`config.mk`:
```
export PLATFORM = sky130hd
export DESIGN_NAME = format_string_number_printer_top
export DESIGN_NICKNAME = d
export VERILOG_FILES = /design/src/design/fsnp_pkg.sv /design/src/design/fsnp_front.sv /design/src/design/fsnp_queue.sv /design/src/design/fsnp_back.sv /design/src/design/format_string_number_printer_top.sv
export VERILOG_INCLUDE_DIRS = /design/src /design/src/design
export SDC_FILE = /design/constraint.sdc
export NUM_CORES = 1
export LEC_CHECK = 0
export ABC_AREA = 1
export BUFFER_PORTS_ARGS = -buffer_cell sky130_fd_sc_hd__buf_2
export CAP_MARGIN = 25
export CORE_ASPECT_RATIO = 1.75
export CORE_UTILIZATION = 43
export DETAILED_ROUTE_END_ITERATION = 12
export PLACE_DENSITY_LB_ADDON = 0.3
export SYNTH_ARGS = -nofsm -noshare
export SYNTH_HDL_FRONTEND = slang
export SYNTH_SLANG_ARGS = --single-unit
```
`constraint.sdc`:
```
create_clock -name clk -period 12.13 [get_ports clk]
set_input_delay 1.8195 -clock clk [delete_from_list [all_inputs] [get_ports clk]]
set_output_delay 1.8195 -clock clk [all_outputs]
set_load 0.03 [all_outputs]
```
`src/design/format_string_number_printer_top_assert.svh`:
```
// Assertion macros for the format string number printer.
// Used by format_string_number_printer_top; expects a clock clk and reset rst.
`ifndef FORMAT_STRING_NUMBER_PRINTER_TOP_ASSERT_SVH
`define FORMAT_STRING_NUMBER_PRINTER_TOP_ASSERT_SVH

`ifndef NO_ASSERTIONS
// Same-cycle implication.
`define FSNP_ASSERT_NOW(label, ante, cons) \
  label: assert property (@(posedge clk) disable iff (rst) (ante) |-> (cons)) \
    else $error("fsnp assertion failed");
// Next-cycle implication.
`define FSNP_ASSERT_NEXT(label, ante, cons) \
  label: assert property (@(posedge clk) disable iff (rst) (ante) |=> (cons)) \
    else $error("fsnp assertion failed");
`else
`define FSNP_ASSERT_NOW(label, ante, cons)
`define FSNP_ASSERT_NEXT(label, ante, cons)
`endif

`endif

```
`src/design/fsnp_pkg.sv`:
```
// Shared types and constants for the format string number printer.
// No dependencies; imported by every module of the block.
package fsnp_pkg;

  // Command kinds handed from the front to the back.
  typedef enum logic [2:0] {
    CMD_ECHO,
    CMD_DEC,
    CMD_HEX,
    CMD_BIN,
    CMD_STR,
    CMD_MARK
  } cmd_kind_t;

  typedef struct packed {
    cmd_kind_t   kind;
    logic [7:0]  ch;
    logic [15:0] arg;
    logic        taken;
  } cmd_t;

  localparam logic [7:0] CH_PERCENT = 8'h25;
  localparam logic [7:0] CH_LOW_D   = 8'h64;
  localparam logic [7:0] CH_LOW_X   = 8'h78;
  localparam logic [7:0] CH_LOW_B   = 8'h62;
  localparam logic [7:0] CH_LOW_S   = 8'h73;
  localparam logic [7:0] CH_MINUS   = 8'h2D;
  localparam logic [7:0] CH_ZERO    = 8'h30;
  localparam logic [7:0] CH_UP_A    = 8'h41;

  localparam int QDEPTH    = 2;
  localparam int QPTR_W    = 1;
  localparam int QCNT_W    = 2;
  localparam int DEC_STEPS = 16;

endpackage

```
`src/design/fsnp_front.sv`:
```
// Front end: accepts format characters and classifies them into commands.
// Depends on fsnp_pkg; feeds fsnp_queue.
module fsnp_front
  import fsnp_pkg::*;
(
  input  logic        clk,
  input  logic        rst,
  input  logic        in_valid,
  output logic        in_ready,
  input  logic [7:0]  fmt_char,
  input  logic [15:0] arg_value,
  input  logic        first_of_format,
  output logic        push,
  input  logic        push_ready,
  output cmd_t        push_cmd
);

  logic percent_pending;
  logic percent_pending_next;
  logic pend_eff;
  logic accept;

  assign in_ready = push_ready;
  assign accept   = in_valid && in_ready;
  assign pend_eff = percent_pending && !first_of_format;

  always_comb begin
    push                 = 1'b0;
    percent_pending_next = percent_pending;
    push_cmd.kind        = CMD_ECHO;
    push_cmd.ch          = fmt_char;
    push_cmd.arg         = arg_value;
    push_cmd.taken       = 1'b0;
    if (accept) begin
      percent_pending_next = (fmt_char == CH_PERCENT);
      if (!pend_eff) begin
        // plain percent arms the conversion and emits nothing
        push = (fmt_char != CH_PERCENT);
      end else begin
        push           = 1'b1;
        push_cmd.taken = 1'b1;
        unique case (fmt_char)
          CH_LOW_D:   push_cmd.kind = CMD_DEC;
          CH_LOW_X:   push_cmd.kind = CMD_HEX;
          CH_LOW_B:   push_cmd.kind = CMD_BIN;
          CH_LOW_S:   push_cmd.kind = CMD_STR;
          CH_PERCENT: push_cmd.kind = CMD_MARK;
          default:    push_cmd.kind = CMD_ECHO;
        endcase
      end
    end
  end

  always_ff @(posedge clk) begin
    if (rst) begin
      percent_pending <= 1'b0;
    end else begin
      percent_pending <= percent_pending_next;
    end
  end

endmodule

```
`src/design/fsnp_queue.sv`:
```
// Two-entry command queue between front and back.
// Depends on fsnp_pkg.
module fsnp_queue
  import fsnp_pkg::*;
(
  input  logic clk,
  input  logic rst,
  input  logic in_valid,
  output logic in_ready,
  input  cmd_t in_cmd,
  output logic out_valid,
  input  logic out_ready,
  output cmd_t out_cmd
);

  cmd_t              slots [QDEPTH];
  logic [QPTR_W-1:0] wr_ptr;
  logic [QPTR_W-1:0] rd_ptr;
  logic [QCNT_W-1:0] count;
  logic              do_push;
  logic              do_pop;

  assign in_ready  = (count != QCNT_W'(QDEPTH));
  assign out_valid = (count != '0);
  assign out_cmd   = slots[rd_ptr];
  assign do_push   = in_valid && in_ready;
  assign do_pop    = out_valid && out_ready;

  always_ff @(posedge clk) begin
    if (do_push) begin
      slots[wr_ptr] <= in_cmd;
    end
  end

  always_ff @(posedge clk) begin
    if (rst) begin
      wr_ptr <= '0;
      rd_ptr <= '0;
      count  <= '0;
    end else begin
      if (do_push) begin
        wr_ptr <= wr_ptr + 1'b1;
      end
      if (do_pop) begin
        rd_ptr <= rd_ptr + 1'b1;
      end
      if (do_push && !do_pop) begin
        count <= count + 1'b1;
      end else if (do_pop && !do_push) begin
        count <= count - 1'b1;
      end
    end
  end

endmodule

```
`src/design/fsnp_back.sv`:
```
// Back end: runs one command, converts numbers and emits one character per beat.
// Depends on fsnp_pkg; fed by fsnp_queue.
module fsnp_back
  import fsnp_pkg::*;
(
  input  logic        clk,
  input  logic        rst,
  input  logic        cmd_valid,
  output logic        cmd_ready,
  input  cmd_t        cmd_in,
  output logic        out_valid,
  input  logic        out_ready,
  output logic [7:0]  out_char,
  output logic        char_valid,
  output logic        arg_taken,
  output logic        string_request,
  output logic [15:0] string_address,
  output logic        last
);

  typedef enum logic [1:0] {ST_IDLE, ST_CONV, ST_EMIT} state_t;

  state_t      state;
  cmd_t        cmd;
  logic [19:0] bcd;
  logic [15:0] sh;
  logic [3:0]  step;
  logic [4:0]  idx;
  logic        neg;

  logic [19:0] bcd_adj;
  logic [15:0] mag;
  logic [2:0]  nd;
  logic [4:0]  total;
  logic [4:0]  pos;
  logic [3:0]  digit;
  logic [7:0]  emit_char;
  logic        out_free;
  logic        is_last;

  function automatic logic [7:0] hex_char(input logic [3:0] d);
    if (d <= 4'd9) begin
      return CH_ZERO + {4'b0, d};
    end
    return CH_UP_A + {4'b0, d} - 8'd10;
  endfunction

  // add-3 correction of each decimal digit before the shift
  always_comb begin
    for (int i = 0; i < 5; i++) begin
      bcd_adj[i*4 +: 4] = (bcd[i*4 +: 4] >= 4'd5) ? bcd[i*4 +: 4] + 4'd3 : bcd[i*4 +: 4];
    end
  end

  assign mag = cmd_in.arg[15] ? (16'd0 - cmd_in.arg) : cmd_in.arg;

  always_comb begin
    priority if (bcd[19:16] != 4'd0) nd = 3'd5;
    else if (bcd[15:12] != 4'd0)     nd = 3'd4;
    else if (bcd[11:8] != 4'd0)      nd = 3'd3;
    else if (bcd[7:4] != 4'd0)       nd = 3'd2;
    else                             nd = 3'd1;
  end

  always_comb begin
    unique case (cmd.kind)
      CMD_DEC: total = {2'b0, nd} + {4'b0, neg};
      CMD_HEX: total = 5'd6;
      CMD_BIN: total = 5'd17;
      default: total = 5'd1;
    endcase
  end

  assign pos     = total - 5'd1 - idx;
  assign is_last = (pos == 5'd0);

  always_comb begin
    unique case (pos[2:0])
      3'd0:    digit = bcd[3:0];
      3'd1:    digit = bcd[7:4];
      3'd2:    digit = bcd[11:8];
      3'd3:    digit = bcd[15:12];
      3'd4:    digit = bcd[19:16];
      default: digit = 4'd0;
    endcase
  end

  always_comb begin
    unique case (cmd.kind)
      CMD_DEC: emit_char = (pos < {2'b0, nd}) ? CH_ZERO + {4'b0, digit} : CH_MINUS;
      CMD_HEX: begin
        if (pos == 5'd5) begin
          emit_char = CH_ZERO;
        end else if (pos == 5'd4) begin
          emit_char = CH_LOW_X;
        end else begin
          emit_char = hex_char(cmd.arg[pos[1:0]*4 +: 4]);
        end
      end
      CMD_BIN: begin
        if (pos == 5'd0) begin
          emit_char = CH_LOW_B;
        end else begin
          emit_char = CH_ZERO + {7'b0, cmd.arg[pos[3:0] - 4'd1]};
        end
      end
      CMD_ECHO: emit_char = cmd.ch;
      default:  emit_char = 8'd0;
    endcase
  end

  assign cmd_ready = (state == ST_IDLE);
  assign out_free  = !out_valid || out_ready;

  always_ff @(posedge clk) begin
    if (rst) begin
      state     <= ST_IDLE;
      out_valid <= 1'b0;
    end else begin
      // load a new beat, or drop the one just taken
      if ((state == ST_EMIT) && out_free) begin
        out_valid <= 1'b1;
      end else if (out_ready) begin
        out_valid <= 1'b0;
      end
      unique case (state)
        ST_IDLE: begin
          if (cmd_valid) begin
            cmd   <= cmd_in;
            neg   <= (cmd_in.kind == CMD_DEC) && cmd_in.arg[15];
            sh    <= mag;
            bcd   <= '0;
            step  <= '0;
            idx   <= '0;
            state <= (cmd_in.kind == CMD_DEC) ? ST_CONV : ST_EMIT;
          end
        end
        ST_CONV: begin
          bcd  <= {bcd_adj[18:0], sh[15]};
          sh   <= {sh[14:0], 1'b0};
          step <= step + 4'd1;
          if (step == 4'(DEC_STEPS - 1)) begin
            state <= ST_EMIT;
          end
        end
        ST_EMIT: begin
          if (out_free) begin
            out_char       <= emit_char;
            char_valid     <= (cmd.kind != CMD_STR) && (cmd.kind != CMD_MARK);
            arg_taken      <= cmd.taken;
            string_request <= (cmd.kind == CMD_STR);
            string_address <= (cmd.kind == CMD_STR) ? cmd.arg : 16'd0;
            last           <= is_last;
            idx            <= idx + 5'd1;
            if (is_last) begin
              state <= ST_IDLE;
            end
          end
        end
        default: state <= ST_IDLE;
      endcase
    end
  end

endmodule

```
`src/design/format_string_number_printer_top.sv`:
```
// Format string number printer: one format character in, a run of text beats out.
// Depends on fsnp_pkg, fsnp_front, fsnp_queue, fsnp_back and the assertion header.
//
// Feed the format string one character per beat on the s_ side, with the current
// argument word beside it; set s_tuser on the first character of a new format to
// drop any half-open conversion. Ordinary characters come back as one beat each, a
// lone percent sign produces nothing, and the letter after it consumes the argument:
// d prints signed decimal (0x8000 prints -32768), x prints 0x and four upper-case
// hex digits, b prints sixteen binary digits and a trailing b, s returns one beat
// with string_request set and the argument as string_address for an outside string
// printer. m_tlast marks the final beat caused by each input character. Within a
// run the output side emits one beat per cycle while m_tready is high; the back end
// picks up each command in its idle state before it converts or emits, and the
// decimal conversion is a sixteen-step shift-and-add-3 loop in the back end.
// A two-entry command queue lets the front accept characters while the back end is
// still converting or stalled.
`include "format_string_number_printer_top_assert.svh"

module format_string_number_printer_top
  import fsnp_pkg::*;
(
  input  logic        clk,
  input  logic        rst,
  input  logic        s_tvalid,
  output logic        s_tready,
  input  logic [23:0] s_tdata,   // [7:0] fmt_char, [23:8] arg_value
  input  logic        s_tuser,   // [0] first_of_format
  output logic        m_tvalid,
  input  logic        m_tready,
  output logic [31:0] m_tdata,   // [7:0] out_char, [8] arg_taken, [24:9] string_address
  output logic [1:0]  m_tuser,   // [0] char_valid, [1] string_request
  output logic        m_tlast
);

  logic        push;
  logic        push_ready;
  cmd_t        push_cmd;
  logic        q_valid;
  logic        q_ready;
  cmd_t        q_cmd;
  logic [7:0]  out_char;
  logic        char_valid;
  logic        arg_taken;
  logic        string_request;
  logic [15:0] string_address;

  // Classify characters and track the pending percent.
  fsnp_front u_front (
    .clk             (clk),
    .rst             (rst),
    .in_valid        (s_tvalid),
    .in_ready        (s_tready),
    .fmt_char        (s_tdata[7:0]),
    .arg_value       (s_tdata[23:8]),
    .first_of_format (s_tuser),
    .push            (push),
    .push_ready      (push_ready),
    .push_cmd        (push_cmd)
  );

  // Hold commands while the back end works.
  fsnp_queue u_queue (
    .clk       (clk),
    .rst       (rst),
    .in_valid  (push),
    .in_ready  (push_ready),
    .in_cmd    (push_cmd),
    .out_valid (q_valid),
    .out_ready (q_ready),
    .out_cmd   (q_cmd)
  );

  // Convert and emit beats through the output register.
  fsnp_back u_back (
    .clk            (clk),
    .rst            (rst),
    .cmd_valid      (q_valid),
    .cmd_ready      (q_ready),
    .cmd_in         (q_cmd),
    .out_valid      (m_tvalid),
    .out_ready      (m_tready),
    .out_char       (out_char),
    .char_valid     (char_valid),
    .arg_taken      (arg_taken),
    .string_request (string_request),
    .string_address (string_address),
    .last           (m_tlast)
  );

  assign m_tdata = {7'b0, string_address, arg_taken, out_char};
  assign m_tuser = {string_request, char_valid};

  // A string request is a lone beat without a character.
  `FSNP_ASSERT_NOW(a_sreq_alone, m_tvalid && m_tuser[1], m_tlast && !m_tuser[0])
  // A beat without a character only comes from a consumed argument.
  `FSNP_ASSERT_NOW(a_nochar_taken, m_tvalid && !m_tuser[0], m_tdata[8])
  // Within a run the next beat follows at once.
  `FSNP_ASSERT_NEXT(a_run_dense, m_tvalid && m_tready && !m_tlast, m_tvalid)

endmodule
```
==> impl_metrics.csv <==
group,metric,value,unit
sta,hold_violations,0,
power,p_per_area,268,mW/mm²
grt,antenna_found_initial,0,
sta,rsz0062_at_grt,"false",
cts,cts_setup_buffers,0,
die,fp.dieW,108,µm
worst_hold_path,holdCritStartpoint,"u_back.cmd[0]",
die,dieArea,0.0203,mm²
final_layout,n_antenna_cell,0,
grt,grt_pass1_wl,28800,µm
cts,clk_latency,0.42,ns
worst_setup_path,rr_worst_depth,21,
yosys,synth-main-ff-cell,"edfxtp_1",
worst_setup_path,crit_path_start,"u_back.bcd[8]",
detailed_routing,m1WireLength,6770,µm
detailed_routing,dr_wl_met3,518,µm
place,dp_cells,1187,
sta,clock_skew,0.0114,ns
worst_setup_path,critPathKind,"register to register",
place,portBuffers,58,
sta,finalWorstPathRequiredPeriod,4.27,ns
worst_setup_path,rr_startpoint,"u_back.bcd[8]",
final_layout,nNetsFinal,1020,
cts,clockBufferDepth,2,
cts,cts_resized,0,
yosys,yosys.area.top_type,"edfxtp_1",
sta,relSlewSlack,0.428,
power,irDropWorstVdd,0.120,mV
worst_setup_path,critPathLaunchType,"register",
die,initial_utilization,0.441,
worst_setup_path,cp-end-kind,"register",
run,drv_cap,0,
yosys,synthDistinctLibCells,43,
sta,fin_crit_sh,0.352,
worst_hold_path,hold_depth,0,
cts,cts_inserted_buffers,17,
detailed_routing,top_layer_used,"met4",
yosys,synth_area_per_cell,9.39,µm²
final_layout,drive_gt1_frac,0.143,
final_layout,syn_to_final_growth,13.4,%
die,pin_count,66,
final_layout,finalInstanceArea,0.00960,mm²
yosys,yosysMostFrequentCell,"nand2_1",
die,die_h,188,µm
final_layout,instances_no_fill,1219,
yosys,synth_async_sr_flop_share,0,
place,place_area,0.00898,mm²
grt,grt_pass1_vias,6099,
sta,tns,0,ns
die,core,0.0192,mm²
yosys,synth.area.top_cells,"edfxtp_1 (56%), nand2_1 (10%), inv_1 (5.5%)",
sta,fmax,234,MHz
die,fp-row-count,67,
worst_setup_path,cp_max_fo,13,
yosys,synth-seq-cells,167,
worst_hold_path,hp-class,"register to register",
detailed_routing,met2WireLength,9350,µm
grt,grt_start_max_net_pins,46,
power,p_leak,4.13,nW
detailed_routing,vias_per_cell,4.95,
cts,h-tree-depth,4,
detailed_routing,vias,6039,
cts,cts_tree,"built",
yosys,yosysTopAreaCellShare,0.561,
cts,hold_buffers,0,
worst_setup_path,arrival,4.44,ns
detailed_routing,routed_wl,17500,µm
yosys,yosysSeqAreaShare,0.582,
sta,drv_slew,0,
final_layout,n_fill_cell,1792,
detailed_routing,wl_per_cell,14.3,µm
detailed_routing,first_pass_iters,5,
grt,grt_usage,0.186,
detailed_routing,drtIter0Drc,275,
yosys,syn_inst,901,
detailed_routing,ant_nets,0,
yosys,synth_common_cells,"nand2_1 (229), edfxtp_1 (158), inv_1 (123)",
grt,grt_remaining_overflow,0,
worst_setup_path,crit_required,12.30,ns
cts,cts_sinks,167,
place,place_congestion,0.975,
yosys,syn_area,0.00846,mm²
cts,path_clk_slew,0.07,ns
sta,tightest_slew,0.852,ns
place,dp_hpwl,13100,µm
outcome,status,"finished, final reports clean",
yosys,yosys_warnings,0,
sta,setup_viol,0,
detailed_routing,route.detailed.drc,0,
cts,clock-root-buffer,"clkbuf_16",
yosys,synth-edff-count,158,
registers in the layout, indices dropped and copies added (netlist names), 2 cells and up, named ones only:
name,flops
u_back.state,2
u_queue.count,2
u_back.sh,16
u_queue.slots,56
u_back.bcd,20
u_back.cmd,28
u_back.step,4
u_back.out_char,8
u_back.string_address,16
u_back.idx,5
worst paths after layout:
| path | end | slack, ns |
|---|---|---|
| worst max-delay path | u_back.out_char[4] | 7.86 |
| worst min-delay path | u_back.arg_taken | 0.43 |
| worst max register to register | u_back.out_char[4] | 7.86 |
| worst min register to register | u_back.arg_taken | 0.43 |
critical path, cell delays in order (launching register included):
cell	delay [ns]
edfxtp_1	0.45
inv_1	0.10
ha_1	0.22
nand3_1	0.10
o21ai_0	0.16
nand2_1	0.11
ha_1	0.29
nor2_1	0.04
nor2_1	0.09
ha_1	0.17
inv_1	0.05
fa_1	0.75
inv_2	0.17
nand2_1	0.11
nand2_1	0.11
ha_1	0.23
or2_2	0.29
nand2_1	0.12
nand2_1	0.12
nand3b_1	0.18
nand2_1	0.08
nand3_1	0.06
stage by stage:
step / total power [W] / hold slack (ns) / worst slack (ns) / utilization
after floorplan: 0.00175 / 0.400 / 6.82 / -
after global placement: 0.00201 / 0.422 / 7.97 / 0.468
after detailed placement: 0.00203 / 0.426 / 7.90 / 0.468
after CTS: 0.00259 / 0.441 / 7.88 / 0.500
after global routing: 0.00278 / 0.443 / 7.45 / 0.500
final: 0.00258 / 0.433 / 7.86 / 0.500
area by class of cell:
class | count | area, µm² | area share
tap | 241 | 302 | 0.0314
timing repair buffer | 65 | 343 | 0.0357
sequential | 167 | 4920 | 0.513
multi-input combinational | 588 | 2940 | 0.306
inverter | 126 | 475 | 0.0495
clock buffer | 17 | 425 | 0.0443
clock inverter | 15 | 193 | 0.0201
cell families after synthesis:
family / synth area share
fa+ha+maj: 0.0393
simple gates: 0.216
buf+inv: 0.0764
other cells: 0.000443
compound gates: 0.0772
flops: 0.582
xor+xnor: 0.00931
report_power, final:
group	internal, W	total, W	switching (W)
registers	0.000845	0.000916	0.0000708
logic	0.000325	0.00110	0.000775
clock network	0.000329	0.000561	0.000231
total	0.00150	0.00258	0.00108
layer usage:
layer	up-vias	GRT usage
met1	2769	0.198
met4	0	0.119
li1	3080	-
met5	-	0
met2	145	0.332
met3	45	0.0302
layout by cell type, fill, tap and decap left out, types with 8 or more instances in the layout:
cell type / netlist / layout
a21oi_1: 36 / 36
ha_1: 25 / 25
xor2_1: 9 / 9
nor2_1: 98 / 94
inv_1: 123 / 123
o21ai_1: 10 / 10
edfxtp_1: 158 / 158
buf_2: 8 / 58
nand3_1: 47 / 47
dfxtp_1: 9 / 9
conb_1: 1 / 8
nand2_1: 229 / 229
nor3_1: 11 / 9
o21ai_0: 51 / 51
clkbuf_16: 0 / 17
nand2_2: 14 / 14
No activity file was read; power rests on OpenSTA's default activity.
